### src/sv/crrf_pkg.sv
`timescale 1ns / 1ps
package crrf_pkg;

    localparam int WORD_W     = 32;
    localparam int FRAC_W     = 16;
    localparam int ITER_LIMIT = 48;
    localparam int MAG_W      = 62;
    localparam int DIVN_W     = MAG_W + FRAC_W;
    localparam int SQRT_STEPS = DIVN_W / 2;
    localparam int MUL_STEPS  = 5;

    typedef logic signed [63:0] val_t;

    localparam val_t VMAX = 64'sh3FFF_FFFF_FFFF_FFFF;
    localparam logic signed [64:0] VMAX_X = 65'sh0_3FFF_FFFF_FFFF_FFFF;

    localparam logic [1:0] CFG_TOL     = 2'd0;
    localparam logic [1:0] CFG_LOW     = 2'd1;
    localparam logic [1:0] CFG_HIGH    = 2'd2;
    localparam logic [1:0] CFG_MAXITER = 2'd3;

    typedef enum logic [1:0] {
        OP_MUL,
        OP_DIV,
        OP_SQRT
    } arith_op_t;

    typedef struct packed {
        logic      start;
        arith_op_t op;
        val_t      a;
        val_t      b;
    } arith_req_t;

    typedef struct packed {
        logic done;
        val_t result;
    } arith_rsp_t;

    typedef enum logic {
        ACT_EMIT,
        ACT_SEARCH
    } act_t;

    typedef enum logic [4:0] {
        ST_IDLE,
        ST_MUL_S,
        ST_MUL_BB,
        ST_BRANCH,
        ST_DIV_T,
        ST_PLAN_T,
        ST_SQRT,
        ST_DIV_AL,
        ST_DIV_BE,
        ST_FA,
        ST_PLAN2,
        ST_EVAL,
        ST_DISPATCH,
        ST_SRCH_FR,
        ST_SRCH_CHK,
        ST_SRCH_LOOP,
        ST_SRCH_UPD,
        ST_EMIT
    } state_t;

    // saturating add into the internal range
    function automatic val_t addsat(input val_t a, input val_t b);
        logic signed [64:0] s;
        begin
            s = {a[63], a} + {b[63], b};
            if (s > VMAX_X) return VMAX;
            else if (s < -VMAX_X) return -VMAX;
            else return s[63:0];
        end
    endfunction

    function automatic logic [MAG_W-1:0] mag(input val_t v);
        logic [63:0] n;
        begin
            n = v[63] ? -v : v;
            return n[MAG_W-1:0];
        end
    endfunction

    // (a+b)/2, truncated toward zero
    function automatic val_t half_sum(input val_t a, input val_t b);
        val_t s;
        val_t adj;
        begin
            s   = a + b;
            adj = s + {63'b0, s[63]};
            return {adj[63], adj[63:1]};
        end
    endfunction

endpackage

### src/sv/crrf_arith.sv
`timescale 1ns / 1ps
module crrf_arith import crrf_pkg::*; (
    input  logic       clk,
    input  logic       rst_n,
    input  arith_req_t req,
    output arith_rsp_t rsp
);

    logic              busy_reg, busy_next;
    logic              done_reg, done_next;
    arith_op_t         op_reg, op_next;
    logic [6:0]        cnt_reg, cnt_next;
    logic              neg_reg, neg_next;
    logic              zero_reg, zero_next;
    logic [MAG_W-1:0]  ma_reg, ma_next;
    logic [MAG_W-1:0]  mb_reg, mb_next;
    logic [63:0]       pp_reg, pp_next;
    logic [127:0]      acc_reg, acc_next;
    logic [DIVN_W-1:0] nd_reg, nd_next;
    logic [63:0]       rem_reg, rem_next;
    logic [DIVN_W-1:0] q_reg, q_next;
    val_t              res_reg, res_next;

    logic [31:0]  m_x, m_y;
    logic [63:0]  m_p;
    logic [6:0]   sh;
    logic [63:0]  cmp_a, cmp_b, diff;
    logic         ge;
    val_t         mres, dres;

    assign m_p  = m_x * m_y;
    assign ge   = cmp_a >= cmp_b;
    assign diff = cmp_a - cmp_b;

    always_comb
    begin
        // partial product selection for the four 32x32 slices
        case (cnt_reg[1:0])
            2'd0:
            begin
                m_x = ma_reg[31:0];
                m_y = mb_reg[31:0];
            end
            2'd1:
            begin
                m_x = ma_reg[31:0];
                m_y = {2'b0, mb_reg[MAG_W-1:32]};
            end
            2'd2:
            begin
                m_x = {2'b0, ma_reg[MAG_W-1:32]};
                m_y = mb_reg[31:0];
            end
            default:
            begin
                m_x = {2'b0, ma_reg[MAG_W-1:32]};
                m_y = {2'b0, mb_reg[MAG_W-1:32]};
            end
        endcase
        case (cnt_reg)
            7'd1:    sh = 7'd0;
            7'd4:    sh = 7'd64;
            default: sh = 7'd32;
        endcase
    end

    always_comb
    begin
        if (op_reg == OP_SQRT)
        begin
            cmp_a = {rem_reg[61:0], nd_reg[DIVN_W-1:DIVN_W-2]};
            cmp_b = {q_reg[61:0], 2'b01};
        end
        else
        begin
            cmp_a = {rem_reg[62:0], nd_reg[DIVN_W-1]};
            cmp_b = {2'b0, mb_reg};
        end
    end

    always_comb
    begin
        val_t m;
        val_t d;
        m = (|acc_reg[127:MAG_W+FRAC_W]) ? VMAX : {2'b0, acc_reg[MAG_W+FRAC_W-1:FRAC_W]};
        mres = neg_reg ? -m : m;
        d = (|q_reg[DIVN_W-1:MAG_W]) ? VMAX : {2'b0, q_reg[MAG_W-1:0]};
        if (zero_reg) dres = '0;
        else dres = neg_reg ? -d : d;
    end

    always_comb
    begin
        busy_next = busy_reg;
        done_next = 1'b0;
        op_next   = op_reg;
        cnt_next  = cnt_reg;
        neg_next  = neg_reg;
        zero_next = zero_reg;
        ma_next   = ma_reg;
        mb_next   = mb_reg;
        pp_next   = pp_reg;
        acc_next  = acc_reg;
        nd_next   = nd_reg;
        rem_next  = rem_reg;
        q_next    = q_reg;
        res_next  = res_reg;
        if (!busy_reg)
        begin
            if (req.start)
            begin
                busy_next = 1'b1;
                op_next   = req.op;
                cnt_next  = '0;
                neg_next  = req.a[63] ^ req.b[63];
                zero_next = (req.b == '0);
                ma_next   = mag(req.a);
                mb_next   = mag(req.b);
                acc_next  = '0;
                rem_next  = '0;
                q_next    = '0;
                case (req.op)
                    OP_SQRT:  nd_next = req.a[63] ? '0 : {req.a[MAG_W-1:0], {FRAC_W{1'b0}}};
                    default:  nd_next = {mag(req.a), {FRAC_W{1'b0}}};
                endcase
            end
        end
        else
        begin
            cnt_next = cnt_reg + 7'd1;
            case (op_reg)
                OP_MUL:
                begin
                    pp_next = m_p;
                    if (cnt_reg != 7'd0) acc_next = acc_reg + ({64'b0, pp_reg} << sh);
                    if (cnt_reg == 7'(MUL_STEPS))
                    begin
                        busy_next = 1'b0;
                        done_next = 1'b1;
                        res_next  = mres;
                    end
                end
                OP_DIV:
                begin
                    if (cnt_reg == 7'(DIVN_W))
                    begin
                        busy_next = 1'b0;
                        done_next = 1'b1;
                        res_next  = dres;
                    end
                    else
                    begin
                        rem_next = ge ? diff : cmp_a;
                        q_next   = {q_reg[DIVN_W-2:0], ge};
                        nd_next  = {nd_reg[DIVN_W-2:0], 1'b0};
                    end
                end
                default:
                begin
                    if (cnt_reg == 7'(SQRT_STEPS))
                    begin
                        busy_next = 1'b0;
                        done_next = 1'b1;
                        res_next  = {2'b0, q_reg[MAG_W-1:0]};
                    end
                    else
                    begin
                        rem_next = ge ? diff : cmp_a;
                        q_next   = {q_reg[DIVN_W-2:0], ge};
                        nd_next  = {nd_reg[DIVN_W-3:0], 2'b00};
                    end
                end
            endcase
        end
    end

    always_ff @(posedge clk or negedge rst_n)
    begin
        if (!rst_n)
        begin
            busy_reg <= 1'b0;
            done_reg <= 1'b0;
        end
        else
        begin
            busy_reg <= busy_next;
            done_reg <= done_next;
        end
    end

    always_ff @(posedge clk)
    begin
        op_reg   <= op_next;
        cnt_reg  <= cnt_next;
        neg_reg  <= neg_next;
        zero_reg <= zero_next;
        ma_reg   <= ma_next;
        mb_reg   <= mb_next;
        pp_reg   <= pp_next;
        acc_reg  <= acc_next;
        nd_reg   <= nd_next;
        rem_reg  <= rem_next;
        q_reg    <= q_next;
        res_reg  <= res_next;
    end

    assign rsp.done   = done_reg;
    assign rsp.result = res_reg;

endmodule

### config.mk
export PLATFORM = sky130hd
export DESIGN_NAME = crrf_arith
export DESIGN_NICKNAME = d
export VERILOG_FILES = /design/src/sv/crrf_pkg.sv /design/src/sv/crrf_arith.sv
export SDC_FILE = /design/constraint.sdc
export NUM_CORES = 2
export LEC_CHECK = 0
export BUFFER_PORTS_ARGS = -buffer_cell sky130_fd_sc_hd__buf_2
export CAP_MARGIN = 25
export CORE_ASPECT_RATIO = 1.25
export CORE_MARGIN = 1
export CORE_UTILIZATION = 34
export DETAILED_ROUTE_END_ITERATION = 6
export SKIP_CTS_REPAIR_TIMING = 1
export SYNTH_ARGS = -nofsm -noshare
export SYNTH_HDL_FRONTEND = slang
export SYNTH_SLANG_ARGS = --single-unit
### constraint.sdc
create_clock -name clk -period 22 [get_ports clk]
set_clock_uncertainty 0.1 [all_clocks]
set_input_delay 4.4 -clock clk [delete_from_list [all_inputs] [get_ports clk]]
set_output_delay 4.4 -clock clk [all_outputs]
set_load 0.005 [all_outputs]
==> impl_metrics.tcl <==
set metrics [dict create \
    worstMarginPinSlew_ps 1190 \
    synth.most_common_cell "nor2_1" \
    gp_congestion 0.984 \
    layout-drive-gt1-share 0.0800 \
    worst-setup-path-type "reg -> reg" \
    syn_nets 10000 \
    tns_ps 0 \
    rows 194 \
    slowest_delay_ps 750 \
    max_slew_margin 0.187 \
    arrival_ps 11400 \
    grt_pass1_vias 65400 \
    route.detailed.drc 4 \
    synth_area_leader_cell "fa_1" \
    die_h_um 533 \
    synth.distinct_cells 83 \
    start_util 0.342 \
    crit_path_max_fanout 47 \
    avgSynthCellArea_um2 9.00 \
    via_per_inst 5.65 \
    fin_nets 9951 \
    synth_edf_count 594 \
    synth_top_family_by_area "adder cells" \
    vias 64800 \
    clk_pin_slew_ps 60 \
    syn_inst 8516 \
    overflow 0 \
    cap_violations 0 \
    htree_levels 3 \
    die_x_um 427 \
    largest_register_ffs 128 \
    synthSimpleGateAreaFrac 0.167 \
    critPathCaptureType "register" \
    synth_warnings 0 \
    cts_tree "yes" \
    grtUsageTotal 0.244 \
    period_needed_ps 11080 \
    synth.area.mux_share 0.0491 \
    synth_seq_cells 596 \
    antenna_found_initial 22 \
    grt_first_pass_wirelength_um 417000 \
    synth_common_cells "1022 x nor2_1, 986 x inv_1, 922 x nand2_1" \
    hold_viol_final 0 \
    cts_buffer_depth 3 \
    ys_top_cells_by_area "fa_1 23%, edfxtp_1 23%, ha_1 7.5%, nor2_1 5.0%, inv_1 4.8%" \
    yosysTopAreaCellShare 0.235 \
    worst_setup_path_start_kind "register" \
    critPathSlowestCell "buf_4" \
    drt_iter0_markers 6159 \
    hold_path_depth 1 \
    clkLatencyLatePin_ps 730 \
    synth_ff_type "edfxtp_1" \
    first_pass_iters 7 \
    fin_crit_sh 0.504 \
    dp_hpwl_um 222000 \
    slew_viol_final 0 \
    async_reset_ff_frac 0.00336 \
    ios 198 \
    setup_violations 0 \
    fmax_mhz 90.3 \
    synthAdderAreaFrac 0.310 \
    hold_class "reg -> reg" \
    final_antenna_net_count 0 \
    critical_path.most_common_cell "fa_1" \
    grt_max_degree 98 \
    cts_num_sinks 596 \
    failed_checks "DRC" \
    cts_inserted_buffers 72 \
    r2r_cells 29 \
    synth-compound-area-share 0.127 \
    status "finished with violations" \
    die-area_um2 227000 \
    routed_wl_um 282000 \
    cts-root-buf "clkbuf_16" \
    syn_area_um2 76600 \
    routedWlPerCell_um 24.6 \
    core_area_um2 224000 \
    yosysSeqAreaShare 0.233 \
    portBuffers 196 \
    critPathRequiredTime_ps 22320 \
    area_delta_synth_final_pct 8.72 \
    grt_setup_unrepaired "no" \
    synth_xor_area_frac 0.0435 \
]
==> worst max-delay path, delay by kind of cell (launching register included) <==
family / cells / cell delay [ps]
flip-flops: 1 / 420
multiplexers: 1 / 440
buffers and inverters: 7 / 1580
AO/OA/AOI/OAI: 6 / 1840
XOR/XNOR: 1 / 100
AND/OR/NAND/NOR: 4 / 1280
adder cells (fa/ha/maj): 10 / 4980
==> cells by family (layout without fill, tap and decap cells) <==
kind of cell,Yosys count,count (layout)
AND/OR/NAND/NOR,2830,2830
AO/OA/AOI/OAI,1552,1552
buffers and inverters,1438,1436
adder cells (fa/ha/maj),1360,1360
flip-flops,596,596
XOR/XNOR,381,381
multiplexers,359,359
other,0,12
==> area by class of cell <==
type,count,area [um^2]
fill,22700,140000
timing repair buffer,319,1940
multi-input combinational,6482,53700
inverter,987,3710
clock inverter,47,490
antenna,12,30.0
clock buffer,83,1890
sequential,596,17900
tap,2940,3680
==> routing by layer <==
metal,share of wire,GRT usage
met1,0.39,0.304
met2,0.46,0.396
met3,0.087,0.0476
met4,0.061,0.133
met5,0.00020,0
==> placed cells by master, fill, tap and decap left out, drive strengths merged, types with 31 or more instances in the layout <==
cell,count
clkinv,33
a22o,33
a31oi,56
nor2,1022
nand2b,114
nor3,101
nand3,80
nand4,102
o31ai,60
a21oi,464
and3,56
xor2,95
inv,989
a211oi,42
mux2,135
ha,462
or4,45
fa,898
and2,151
buf,319
o21a,36
clkbuf,83
edfxtp,594
xnor2,286
nor4,59
mux2i,224
nor2b,31
or2,35
nand2,922
o21bai,79
or3,77
o21ai,408
a21o,145
==> stage by stage <==
step                      instance area (um^2)  utilization  worst slack (ps)  std cells  hold WS, ps
after floorplan                          76600            -              8760       8516          430
after global placement                   80800        0.361             11170      11300          440
after detailed placement                 80900        0.361             11020      11300          457
after CTS                                83300        0.372             11020      11500          459
after global routing                     83300        0.372             10570      11500          488
final                                    83300        0.372             10920      11500          454
==> worst paths after layout <==
check                           start    endpoint  slack, ps
min reg2reg                 q_reg[68]   q_reg[69]        450
max                        cnt_reg[0]  pp_reg[60]      10920
min in group asynchronous       rst_n    busy_reg       3350
max reg2reg                cnt_reg[0]  pp_reg[60]      10920
min                         q_reg[68]   q_reg[69]        450
max in group asynchronous       rst_n    busy_reg      18340
Power is left out: the tool's default activity adds up to more than one toggle a clock period on the data nets, which glitch-free logic cannot reach.
